--- src/rtl/scpc_pkg.sv ---
// Shared types and constants for the second-chance page cache controller.
`timescale 1ns / 1ps
package scpc_pkg;

	localparam int CAP_W = 5;
	localparam logic [CAP_W-1:0] CAP_RESET = 5'd4;
	localparam int PAGE_W = 32;
	localparam int OUT_DATA_W = 40;

	typedef enum logic [1:0] {
		OP_READ  = 2'd0,
		OP_WRITE = 2'd1,
		OP_SYNC  = 2'd2,
		OP_NONE  = 2'd3
	} op_t;

	typedef enum logic [1:0] {
		KIND_ACCESS = 2'd0,
		KIND_WB     = 2'd1,
		KIND_DONE   = 2'd2
	} kind_t;

	typedef struct packed {
		logic  load;
		logic  touch;
		logic  second;
		logic  evict;
		logic  install;
		logic  sync_clr;
		logic  sync_step;
		logic  sync_wb;
		logic  emit;
		kind_t kind;
	} cmd_t;

	typedef struct packed {
		op_t  op;
		logic hit;
		logic need_evict;
		logic empty;
		logic back_used;
		logic sync_last;
		logic best_found;
		logic out_free;
	} sts_t;

endpackage

--- src/rtl/scpc_dp.sv ---
// Datapath: page tags, recency ranks, flags, sync walk and result register.
`timescale 1ns / 1ps
module scpc_dp #(
	parameter int SLOTS = 16
) (
	input  logic                          clk,
	input  logic                          arst_n,
	input  logic                          cfg_we,
	input  logic [scpc_pkg::CAP_W-1:0]    cfg_wdata,
	input  logic [1:0]                    in_op,
	input  logic [scpc_pkg::PAGE_W-1:0]   in_page,
	input  scpc_pkg::cmd_t                cmd,
	output scpc_pkg::sts_t                sts,
	output logic                          m_tvalid,
	input  logic                          m_tready,
	output logic [scpc_pkg::OUT_DATA_W-1:0] m_tdata,
	output logic [1:0]                    m_tuser,
	output logic                          m_tlast
);
	import scpc_pkg::*;

	localparam int IDX_W = (SLOTS > 1) ? $clog2(SLOTS) : 1;
	localparam int CNT_W = $clog2(SLOTS + 1);
	localparam int CMP_W = (CNT_W > CAP_W) ? CNT_W : CAP_W;

	logic [PAGE_W-1:0] slot_page [SLOTS];
	logic [SLOTS-1:0]  valid_q, dirty_q, used_q;
	logic [IDX_W-1:0]  rank_q [SLOTS];
	logic [CNT_W-1:0]  count_q;
	logic [CAP_W-1:0]  cap_q;

	logic [PAGE_W-1:0] page_q;
	logic              wr_q;
	op_t               op_q;
	logic              hit_q, ev_valid_q, ev_dirty_q;
	logic [PAGE_W-1:0] ev_page_q;

	logic [IDX_W-1:0]  sync_idx_q, best_idx_q;
	logic              best_found_q;
	logic [PAGE_W-1:0] best_page_q;

	logic              out_valid_q, out_hit_q, out_ev_q, out_dirty_q, out_last_q;
	logic [PAGE_W-1:0] out_page_q;
	kind_t             out_kind_q;

	logic              hit_any, back_any, free_any, out_free;
	logic [IDX_W-1:0]  hit_idx, back_idx, free_idx, front_idx, old_rank;
	logic [IDX_W-1:0]  last_rank;
	logic              sync_cand;

	assign last_rank = IDX_W'(count_q - CNT_W'(1));

	// Parallel tag match, back-of-list lookup and first free slot.
	always_comb begin
		hit_any  = 1'b0;
		back_any = 1'b0;
		free_any = 1'b0;
		hit_idx  = '0;
		back_idx = '0;
		free_idx = '0;
		for (int i = SLOTS - 1; i >= 0; i--) begin
			if (valid_q[i] && slot_page[i] == page_q) begin
				hit_any = 1'b1;
				hit_idx = IDX_W'(i);
			end
			if (valid_q[i] && rank_q[i] == last_rank) begin
				back_any = 1'b1;
				back_idx = IDX_W'(i);
			end
			if (!valid_q[i]) begin
				free_any = 1'b1;
				free_idx = IDX_W'(i);
			end
		end
	end

	assign front_idx = cmd.touch ? hit_idx : back_idx;
	assign old_rank  = rank_q[front_idx];
	assign sync_cand = valid_q[sync_idx_q] && dirty_q[sync_idx_q] &&
		(!best_found_q || slot_page[sync_idx_q] < best_page_q);
	assign out_free  = !out_valid_q || m_tready;

	always_comb begin
		sts.op         = op_q;
		sts.hit        = hit_any;
		sts.need_evict = (CMP_W'(count_q) >= CMP_W'(cap_q)) || (count_q == CNT_W'(SLOTS));
		sts.empty      = (count_q == '0) || !back_any;
		sts.back_used  = used_q[back_idx];
		sts.sync_last  = (sync_idx_q == IDX_W'(SLOTS - 1));
		sts.best_found = best_found_q;
		sts.out_free   = out_free;
	end

	always_ff @(posedge clk) begin
		if (cmd.install && free_any)
			slot_page[free_idx] <= page_q;
	end

	always_ff @(posedge clk or negedge arst_n) begin
		if (!arst_n) begin
			valid_q <= '0;
			dirty_q <= '0;
			used_q  <= '0;
			count_q <= '0;
			cap_q   <= CAP_RESET;
			for (int i = 0; i < SLOTS; i++)
				rank_q[i] <= '0;
		end else begin
			if (cfg_we)
				cap_q <= cfg_wdata;
			if (cmd.touch || cmd.second) begin
				for (int i = 0; i < SLOTS; i++)
					if (valid_q[i] && rank_q[i] < old_rank)
						rank_q[i] <= rank_q[i] + IDX_W'(1);
				rank_q[front_idx] <= '0;
				used_q[front_idx] <= cmd.touch;
				if (cmd.touch && wr_q)
					dirty_q[front_idx] <= 1'b1;
			end
			if (cmd.evict) begin
				valid_q[back_idx] <= 1'b0;
				count_q <= count_q - CNT_W'(1);
			end
			if (cmd.install && free_any) begin
				for (int i = 0; i < SLOTS; i++)
					if (valid_q[i])
						rank_q[i] <= rank_q[i] + IDX_W'(1);
				rank_q[free_idx]  <= '0;
				valid_q[free_idx] <= 1'b1;
				used_q[free_idx]  <= 1'b1;
				dirty_q[free_idx] <= wr_q;
				count_q <= count_q + CNT_W'(1);
			end
			if (cmd.sync_wb)
				dirty_q[best_idx_q] <= 1'b0;
		end
	end

	// Item latch, eviction record and sync walk registers.
	always_ff @(posedge clk or negedge arst_n) begin
		if (!arst_n) begin
			op_q         <= OP_NONE;
			wr_q         <= 1'b0;
			page_q       <= '0;
			hit_q        <= 1'b0;
			ev_valid_q   <= 1'b0;
			ev_dirty_q   <= 1'b0;
			ev_page_q    <= '0;
			sync_idx_q   <= '0;
			best_idx_q   <= '0;
			best_found_q <= 1'b0;
			best_page_q  <= '0;
		end else begin
			if (cmd.load) begin
				op_q       <= op_t'(in_op);
				wr_q       <= (op_t'(in_op) == OP_WRITE);
				page_q     <= in_page;
				hit_q      <= 1'b0;
				ev_valid_q <= 1'b0;
				ev_dirty_q <= 1'b0;
				ev_page_q  <= '0;
			end
			if (cmd.touch)
				hit_q <= 1'b1;
			if (cmd.evict) begin
				ev_valid_q <= 1'b1;
				ev_dirty_q <= dirty_q[back_idx];
				ev_page_q  <= slot_page[back_idx];
			end
			if (cmd.sync_clr) begin
				sync_idx_q   <= '0;
				best_found_q <= 1'b0;
			end else if (cmd.sync_step) begin
				sync_idx_q <= sync_idx_q + IDX_W'(1);
				if (sync_cand) begin
					best_found_q <= 1'b1;
					best_idx_q   <= sync_idx_q;
					best_page_q  <= slot_page[sync_idx_q];
				end
			end
		end
	end

	// Result register: load on emit, drop once taken.
	always_ff @(posedge clk or negedge arst_n) begin
		if (!arst_n) begin
			out_valid_q <= 1'b0;
			out_kind_q  <= KIND_ACCESS;
			out_hit_q   <= 1'b0;
			out_ev_q    <= 1'b0;
			out_page_q  <= '0;
			out_dirty_q <= 1'b0;
			out_last_q  <= 1'b0;
		end else if (cmd.emit) begin
			out_valid_q <= 1'b1;
			out_kind_q  <= cmd.kind;
			case (cmd.kind)
				KIND_ACCESS: begin
					out_hit_q   <= hit_q;
					out_ev_q    <= ev_valid_q;
					out_page_q  <= ev_page_q;
					out_dirty_q <= ev_dirty_q;
					out_last_q  <= 1'b1;
				end
				KIND_WB: begin
					out_hit_q   <= 1'b0;
					out_ev_q    <= 1'b0;
					out_page_q  <= best_page_q;
					out_dirty_q <= 1'b1;
					out_last_q  <= 1'b0;
				end
				default: begin
					out_hit_q   <= 1'b0;
					out_ev_q    <= 1'b0;
					out_page_q  <= '0;
					out_dirty_q <= 1'b0;
					out_last_q  <= 1'b1;
				end
			endcase
		end else if (m_tready) begin
			out_valid_q <= 1'b0;
		end
	end

	assign m_tvalid = out_valid_q;
	assign m_tuser  = out_kind_q;
	assign m_tlast  = out_last_q;
	assign m_tdata  = {5'd0, out_dirty_q, out_page_q, out_ev_q, out_hit_q};

	a_count_range: assert property (@(posedge clk) disable iff (!arst_n)
		count_q <= CNT_W'(SLOTS)) else $error("resident count above slot count");
	a_count_valid: assert property (@(posedge clk) disable iff (!arst_n)
		CNT_W'($countones(valid_q)) == count_q) else $error("count and valid bits disagree");
	a_emit_free: assert property (@(posedge clk) disable iff (!arst_n)
		cmd.emit |-> out_free) else $error("result overwritten before taken");
	a_install_free: assert property (@(posedge clk) disable iff (!arst_n)
		cmd.install |-> free_any) else $error("install with no free slot");

endmodule

--- src/rtl/scpc_ctrl.sv ---
// Controller state machine sequencing lookups, eviction scans and sync walks.
`timescale 1ns / 1ps
module scpc_ctrl (
	input  logic           clk,
	input  logic           arst_n,
	input  logic           s_tvalid,
	output logic           s_tready,
	input  scpc_pkg::sts_t sts,
	output scpc_pkg::cmd_t cmd
);
	import scpc_pkg::*;

	typedef enum logic [3:0] {
		ST_IDLE, ST_DECODE, ST_SCAN, ST_INSTALL, ST_EMIT_ACC,
		ST_SYNC_SCAN, ST_SYNC_DEC, ST_SYNC_WB, ST_SYNC_DONE
	} state_t;

	state_t state_q, state_d;

	assign s_tready = (state_q == ST_IDLE);

	always_comb begin
		state_d = state_q;
		cmd     = '0;
		cmd.kind = KIND_ACCESS;
		case (state_q)
			ST_IDLE: begin
				if (s_tvalid) begin
					cmd.load = 1'b1;
					state_d  = ST_DECODE;
				end
			end
			ST_DECODE: begin
				if (sts.op == OP_SYNC) begin
					cmd.sync_clr = 1'b1;
					state_d      = ST_SYNC_SCAN;
				end else if (sts.op == OP_NONE) begin
					state_d = ST_IDLE;
				end else if (sts.hit) begin
					cmd.touch = 1'b1;
					state_d   = ST_EMIT_ACC;
				end else if (sts.need_evict) begin
					state_d = ST_SCAN;
				end else begin
					state_d = ST_INSTALL;
				end
			end
			ST_SCAN: begin
				// used page: clear its bit and move it to the front, look again
				if (sts.empty) begin
					state_d = ST_INSTALL;
				end else if (sts.back_used) begin
					cmd.second = 1'b1;
				end else begin
					cmd.evict = 1'b1;
					state_d   = ST_INSTALL;
				end
			end
			ST_INSTALL: begin
				cmd.install = 1'b1;
				state_d     = ST_EMIT_ACC;
			end
			ST_EMIT_ACC: begin
				if (sts.out_free) begin
					cmd.emit = 1'b1;
					state_d  = ST_IDLE;
				end
			end
			ST_SYNC_SCAN: begin
				cmd.sync_step = 1'b1;
				if (sts.sync_last)
					state_d = ST_SYNC_DEC;
			end
			ST_SYNC_DEC: begin
				state_d = sts.best_found ? ST_SYNC_WB : ST_SYNC_DONE;
			end
			ST_SYNC_WB: begin
				if (sts.out_free) begin
					cmd.emit     = 1'b1;
					cmd.kind     = KIND_WB;
					cmd.sync_wb  = 1'b1;
					cmd.sync_clr = 1'b1;
					state_d      = ST_SYNC_SCAN;
				end
			end
			ST_SYNC_DONE: begin
				if (sts.out_free) begin
					cmd.emit = 1'b1;
					cmd.kind = KIND_DONE;
					state_d  = ST_IDLE;
				end
			end
			default: state_d = ST_IDLE;
		endcase
	end

	always_ff @(posedge clk or negedge arst_n) begin
		if (!arst_n)
			state_q <= ST_IDLE;
		else
			state_q <= state_d;
	end

	a_one_scan_cmd: assert property (@(posedge clk) disable iff (!arst_n)
		!(cmd.second && cmd.evict)) else $error("second chance and evict together");
	a_load_idle: assert property (@(posedge clk) disable iff (!arst_n)
		cmd.load |=> (state_q == ST_DECODE)) else $error("load did not enter decode");
	a_wb_found: assert property (@(posedge clk) disable iff (!arst_n)
		(cmd.emit && cmd.kind == KIND_WB) |-> sts.best_found)
		else $error("writeback without a dirty page");

endmodule

--- src/rtl/second_chance_page_cache_controller_top.sv ---
// Top level of the second-chance page cache tag and replacement controller.
//
//  channel  | signals                         | contents (low bit first)
//  ---------+---------------------------------+-------------------------------------------
//  s_axis   | s_tvalid s_tready s_tdata s_tuser| tdata: page_number[31:0]; tuser: op[1:0]
//  m_axis   | m_tvalid m_tready m_tdata m_tuser| tdata: hit, evicted_valid, out_page[31:0],
//           | m_tlast                         |   out_dirty, zero pad; tuser: kind; tlast
//  config   | cfg_we cfg_wdata                | cache_capacity[4:0]
//
// A hit passes through decode and result emit; a miss adds an install step, and when it must
// evict, a second-chance scan of up to SLOTS+1 page visits from the back of the list.
// A sync walks all slots once per written-back page, plus a final walk that finds none.
// Reset clears all valid, dirty and used flags, ranks and the count; capacity returns to 4.
// New words are taken only when idle; a stalled result holds the sequencer in place.
`timescale 1ns / 1ps
module second_chance_page_cache_controller_top #(
	parameter int SLOTS = 16
) (
	input  logic        clk,
	input  logic        arst_n,
	input  logic        cfg_we,
	input  logic [4:0]  cfg_wdata,   // cache_capacity
	input  logic        s_tvalid,
	output logic        s_tready,
	input  logic [31:0] s_tdata,     // page_number
	input  logic [1:0]  s_tuser,     // op
	output logic        m_tvalid,
	input  logic        m_tready,
	output logic [39:0] m_tdata,     // hit, evicted_valid, out_page, out_dirty, pad
	output logic [1:0]  m_tuser,     // kind
	output logic        m_tlast
);
	import scpc_pkg::*;

	cmd_t cmd;
	sts_t sts;

	scpc_ctrl u_ctrl (
		.clk      (clk),
		.arst_n   (arst_n),
		.s_tvalid (s_tvalid),
		.s_tready (s_tready),
		.sts      (sts),
		.cmd      (cmd)
	);

	scpc_dp #(.SLOTS(SLOTS)) u_dp (
		.clk       (clk),
		.arst_n    (arst_n),
		.cfg_we    (cfg_we),
		.cfg_wdata (cfg_wdata),
		.in_op     (s_tuser),
		.in_page   (s_tdata),
		.cmd       (cmd),
		.sts       (sts),
		.m_tvalid  (m_tvalid),
		.m_tready  (m_tready),
		.m_tdata   (m_tdata),
		.m_tuser   (m_tuser),
		.m_tlast   (m_tlast)
	);

endmodule
--- config.mk ---
export PLATFORM = sky130hd
export DESIGN_NAME = second_chance_page_cache_controller_top
export DESIGN_NICKNAME = d
export VERILOG_FILES = /design/src/rtl/scpc_pkg.sv /design/src/rtl/scpc_dp.sv /design/src/rtl/scpc_ctrl.sv /design/src/rtl/second_chance_page_cache_controller_top.sv
export SDC_FILE = /design/constraint.sdc
export NUM_CORES = 2
export LEC_CHECK = 0
export BUFFER_PORTS_ARGS = -buffer_cell sky130_fd_sc_hd__clkbuf_2
export CAP_MARGIN = 5
export CORE_UTILIZATION = 35
export DETAILED_ROUTE_END_ITERATION = 7
export PLACE_DENSITY = 0.46
export SLEW_MARGIN = 20
export SYNTH_ARGS = -nofsm -noshare
export SYNTH_HDL_FRONTEND = slang
export SYNTH_HIERARCHICAL = 1
export SYNTH_SLANG_ARGS = --single-unit
export TNS_END_PERCENT = 10
--- constraint.sdc ---
create_clock -name clk -period 20.2 [get_ports clk]
set_input_delay 3.03 -clock clk [delete_from_list [all_inputs] [get_ports clk]]
set_output_delay 3.03 -clock clk [all_outputs]
set_load 0.01 [all_outputs]
==> qor.yml <==
run_status: "complete, no violations"
setup_violations: 0
drt.antenna.violating_nets: 0
crit_top_cell: "nand2_1"
p_switching_mw: 5.26
yosys.cell_count.top_type: "nand2_1"
synth_seq_area_share: 0.449
totalPowerFinal_mw: 10.3
timing.setup.critical_path_class: "flip-flop to flip-flop"
element_type_at_the_critical_path_end: "flip-flop"
dr.pass1.iters: 6
chipWidth_microns: 378
placeableCoreArea_sq_um: 140000
worst_slew_margin_rel: 0.144
layout-area-overhead-vs-synth_pct: 12.0
timing_hold_violations_final: 0
stdcell_area_sq_um: 55500
cts.repair_timing.setup_buffer_count: 0
slew_at_the_pin_with_the_worst_max_slew_slack_ns: 1.27
dp.final_hpwl_microns: 181000
cp_data_arrival_time_ns: 9.60
netlist_top_cells_count: "nand2_1, edfxtp_1, xor2_1, dfrtp_1, clkbuf_1"
core.rowCount: 137
floorplan.initialDensity: 0.354
synth_top_area_cell: "edfxtp_1"
die_area_sq_um: 143000
cts-resized-gates: 0
ioPinCount: 89
clk_root_buffer_cell: "clkbuf_16"
synth_area_leaders: "edfxtp_1, dfrtp_1, mux4_2, xor2_1, nand2_1"
drt_drc_violations_left: 0
fillerInstances: 13800
global_route.usage.total: 0.344
grt_pass1_wl_microns: 338000
cts_inserted_buffers: 97
drt-wirelength-per-cell_microns: 37.4
fin_nets: 4862
antenna_found_initial: 14
cap_viol_max_count: 0
place_congestion: 1.04
fraction_of_layout_instances_using_a_drive_strength_above_1: 0.153
critPathMaxStageDelay_ns: 1.16
port-buffer-count: 83
ctsHtreeMaxLevel: 3
synth_warnings: 6
worst-path-max-fanout: 33
m1WireLength_microns: 107000
power.share.sequential: 0.236
synth_area_sq_um: 49600
setup_repair_after_global_routing_missed_its_margin: "false"
async_flop_share: 0.350
synth_ff_type: "edfxtp_1"
globalRoute.totalOverflow: 0
synth-seq-cells: 788
final_setup_skew_ns: 0.0604
vias: 42400
hold_buffers: 0
source_to_sink_clock_delay_at_the_later_pin_of_the_worst_skew_pair_ns: 0.75
ctsLongestPathBuffers: 3
wirelength_microns: 250000
area_used_by_multi_input_combinational_logic_sq_um: 25500
wl_met3_microns: 29200
clock_edge_transition_at_the_registers_on_the_reported_setup_and_hold_paths_ns: 0.06
dieHeight_microns: 378
synth.lib_cells_used.distinct: 104
maximum_number_of_pins_on_one_net_before_global_route_repair: 84
sw_ratio: 0.512
timing.fmax_ghz: 0.111
top_layer_used: "met5"
post_drt_via_cell_ratio: 6.35
power.share.combinational: 0.582
syn-mean-instance-area_sq_um: 10.5
ff_latch_area_sq_um: 22300
wl_met2_microns: 102000
power_leakage_nw: 21.0
min_period_over_period: 0.446
first_global_vias: 38600
synth-edff-count: 512
netlist_instances: 4728
yosysTopAreaCellShare: 0.310
cts.sink_count: 788
post_dp_cell_area_sq_um: 52100
internal_power_mw: 5.02
timing.setup.tns_ns: 0
crit_slowest_cell: "nor4_1"
powerDensity_nw_per_um2: 185
vdd_drop_max_mv: 0.119
cp-start-kind: "flip-flop"
cts_tree: "yes"
drt-initial-drc-count: 6174
timing.final.crit_period_ns: 9.01
worst_hold_path_type: "flip-flop to flip-flop"
fin_util: 0.396
cp_data_required_time_ns: 20.79
clkPwrFrac: 0.182
drv_slew: 0
[through the flow]
stage	setup WS [ns]	hold slack (ns)	instances
after floorplan	12.51	0.449	4732
after global placement	11.66	0.462	6491
after detailed placement	11.56	0.469	6491
after CTS	11.52	0.484	6674
after global routing	10.88	0.496	6674
final	11.19	0.484	6676
[power groups by stage]
stage / Sequential, mW / Combinational, mW / Clock, mW
after floorplan: 2.35 / 3.39 / 0
after global placement: 2.45 / 5.80 / 0
after detailed placement: 2.45 / 5.79 / 0
after CTS: 2.42 / 5.80 / 1.91
after global routing: 2.46 / 6.18 / 1.96
final: 2.43 / 5.98 / 1.87
[layer usage]
layer	vias up	GRT usage
met5	-	0
met2	2815	0.481
li1	17500	-
met3	389	0.0929
met4	12	0.141
met1	21700	0.495
[state kept, by name, summed over array words and instances (netlist names), 2 cells and up]
register / count
u_dp/op_q: 2
u_dp/cap_q: 5
u_dp/used_q: 16
u_dp/best_idx_q: 4
u_dp/count_q: 5
u_dp/valid_q: 16
u_ctrl/state_q: 4
u_dp/out_page_q: 32
u_dp/sync_idx_q: 4
u_dp/rank_q: 64
u_dp/dirty_q: 16
u_dp/slot_page: 512
u_dp/page_q: 32
u_dp/ev_page_q: 32
u_dp/m_tuser: 2
u_dp/best_page_q: 32
[kinds of logic after synthesis]
| group | after synthesis | synth area share |
|---|---|---|
| other | 1 | 0.0000756 |
| buffers and inverters | 475 | 0.0397 |
| adder cells (fa/ha/maj) | 104 | 0.0262 |
| AO/OA/AOI/OAI | 781 | 0.105 |
| flip-flops | 788 | 0.449 |
| multiplexers | 287 | 0.101 |
| XOR/XNOR | 588 | 0.111 |
| AND/OR/NAND/NOR | 1704 | 0.168 |
[worst max-delay path: cells and delay by family (launching register included)]
| family | cells | cell delay (ns) |
|---|---|---|
| and+or+nand+nor | 14 | 3.70 |
| AOI/OAI and AO/OA | 9 | 2.43 |
| DFF | 1 | 0.98 |
| buffers and inverters | 3 | 0.83 |
| xor gates and xnor gates | 1 | 0.44 |
| muxes | 1 | 0.26 |
| adders and majority gates | 1 | 0.21 |
[cell usage in the layout, fill, tap and decap left out, types with 92 or more instances in the layout]
| master | n |
|---|---|
| inv_1 | 137 |
| nand4_1 | 92 |
| and3_1 | 147 |
| mux4_2 | 161 |
| edfxtp_1 | 512 |
| buf_4 | 125 |
| nand2_1 | 773 |
| o21ai_0 | 151 |
| clkbuf_16 | 102 |
| a31oi_1 | 161 |
| ha_1 | 104 |
| dfrtp_1 | 263 |
| nor2_1 | 140 |
| o22ai_1 | 105 |
| xor2_1 | 385 |
| nand3_1 | 105 |
| nor4_1 | 140 |
| xnor2_1 | 179 |
[layout make-up]
type / instances / share of cell area
diodes: 2 / 0.0000901
clock buffers: 136 / 0.0517
well taps: 1876 / 0.0423
multi-input cells: 3469 / 0.460
inverters: 149 / 0.0102
clock inverters: 47 / 0.00953
flip-flops and latches: 788 / 0.402
repair buffers: 209 / 0.0249
[worst paths after layout]
| kind | start | end | slack, ns | depth (start not counted) |
|---|---|---|---|---|
| worst max-delay path | u_dp/page_q[16] | u_dp/rank_q[32] | 11.19 | 29 |
| worst min-delay path | u_dp/used_q[1] | u_dp/used_q[1] | 0.48 | 1 |
| worst max register to register | u_dp/page_q[16] | u_dp/rank_q[32] | 11.19 | 29 |
| worst min register to register | u_dp/used_q[1] | u_dp/used_q[1] | 0.48 | 1 |
| max in group asynchronous | arst_n | u_dp/page_q[9] | 15.80 | 3 |
| min in group asynchronous | arst_n | u_dp/rank_q[52] | 2.30 | 1 |
(Power assumes the default switching activity.)
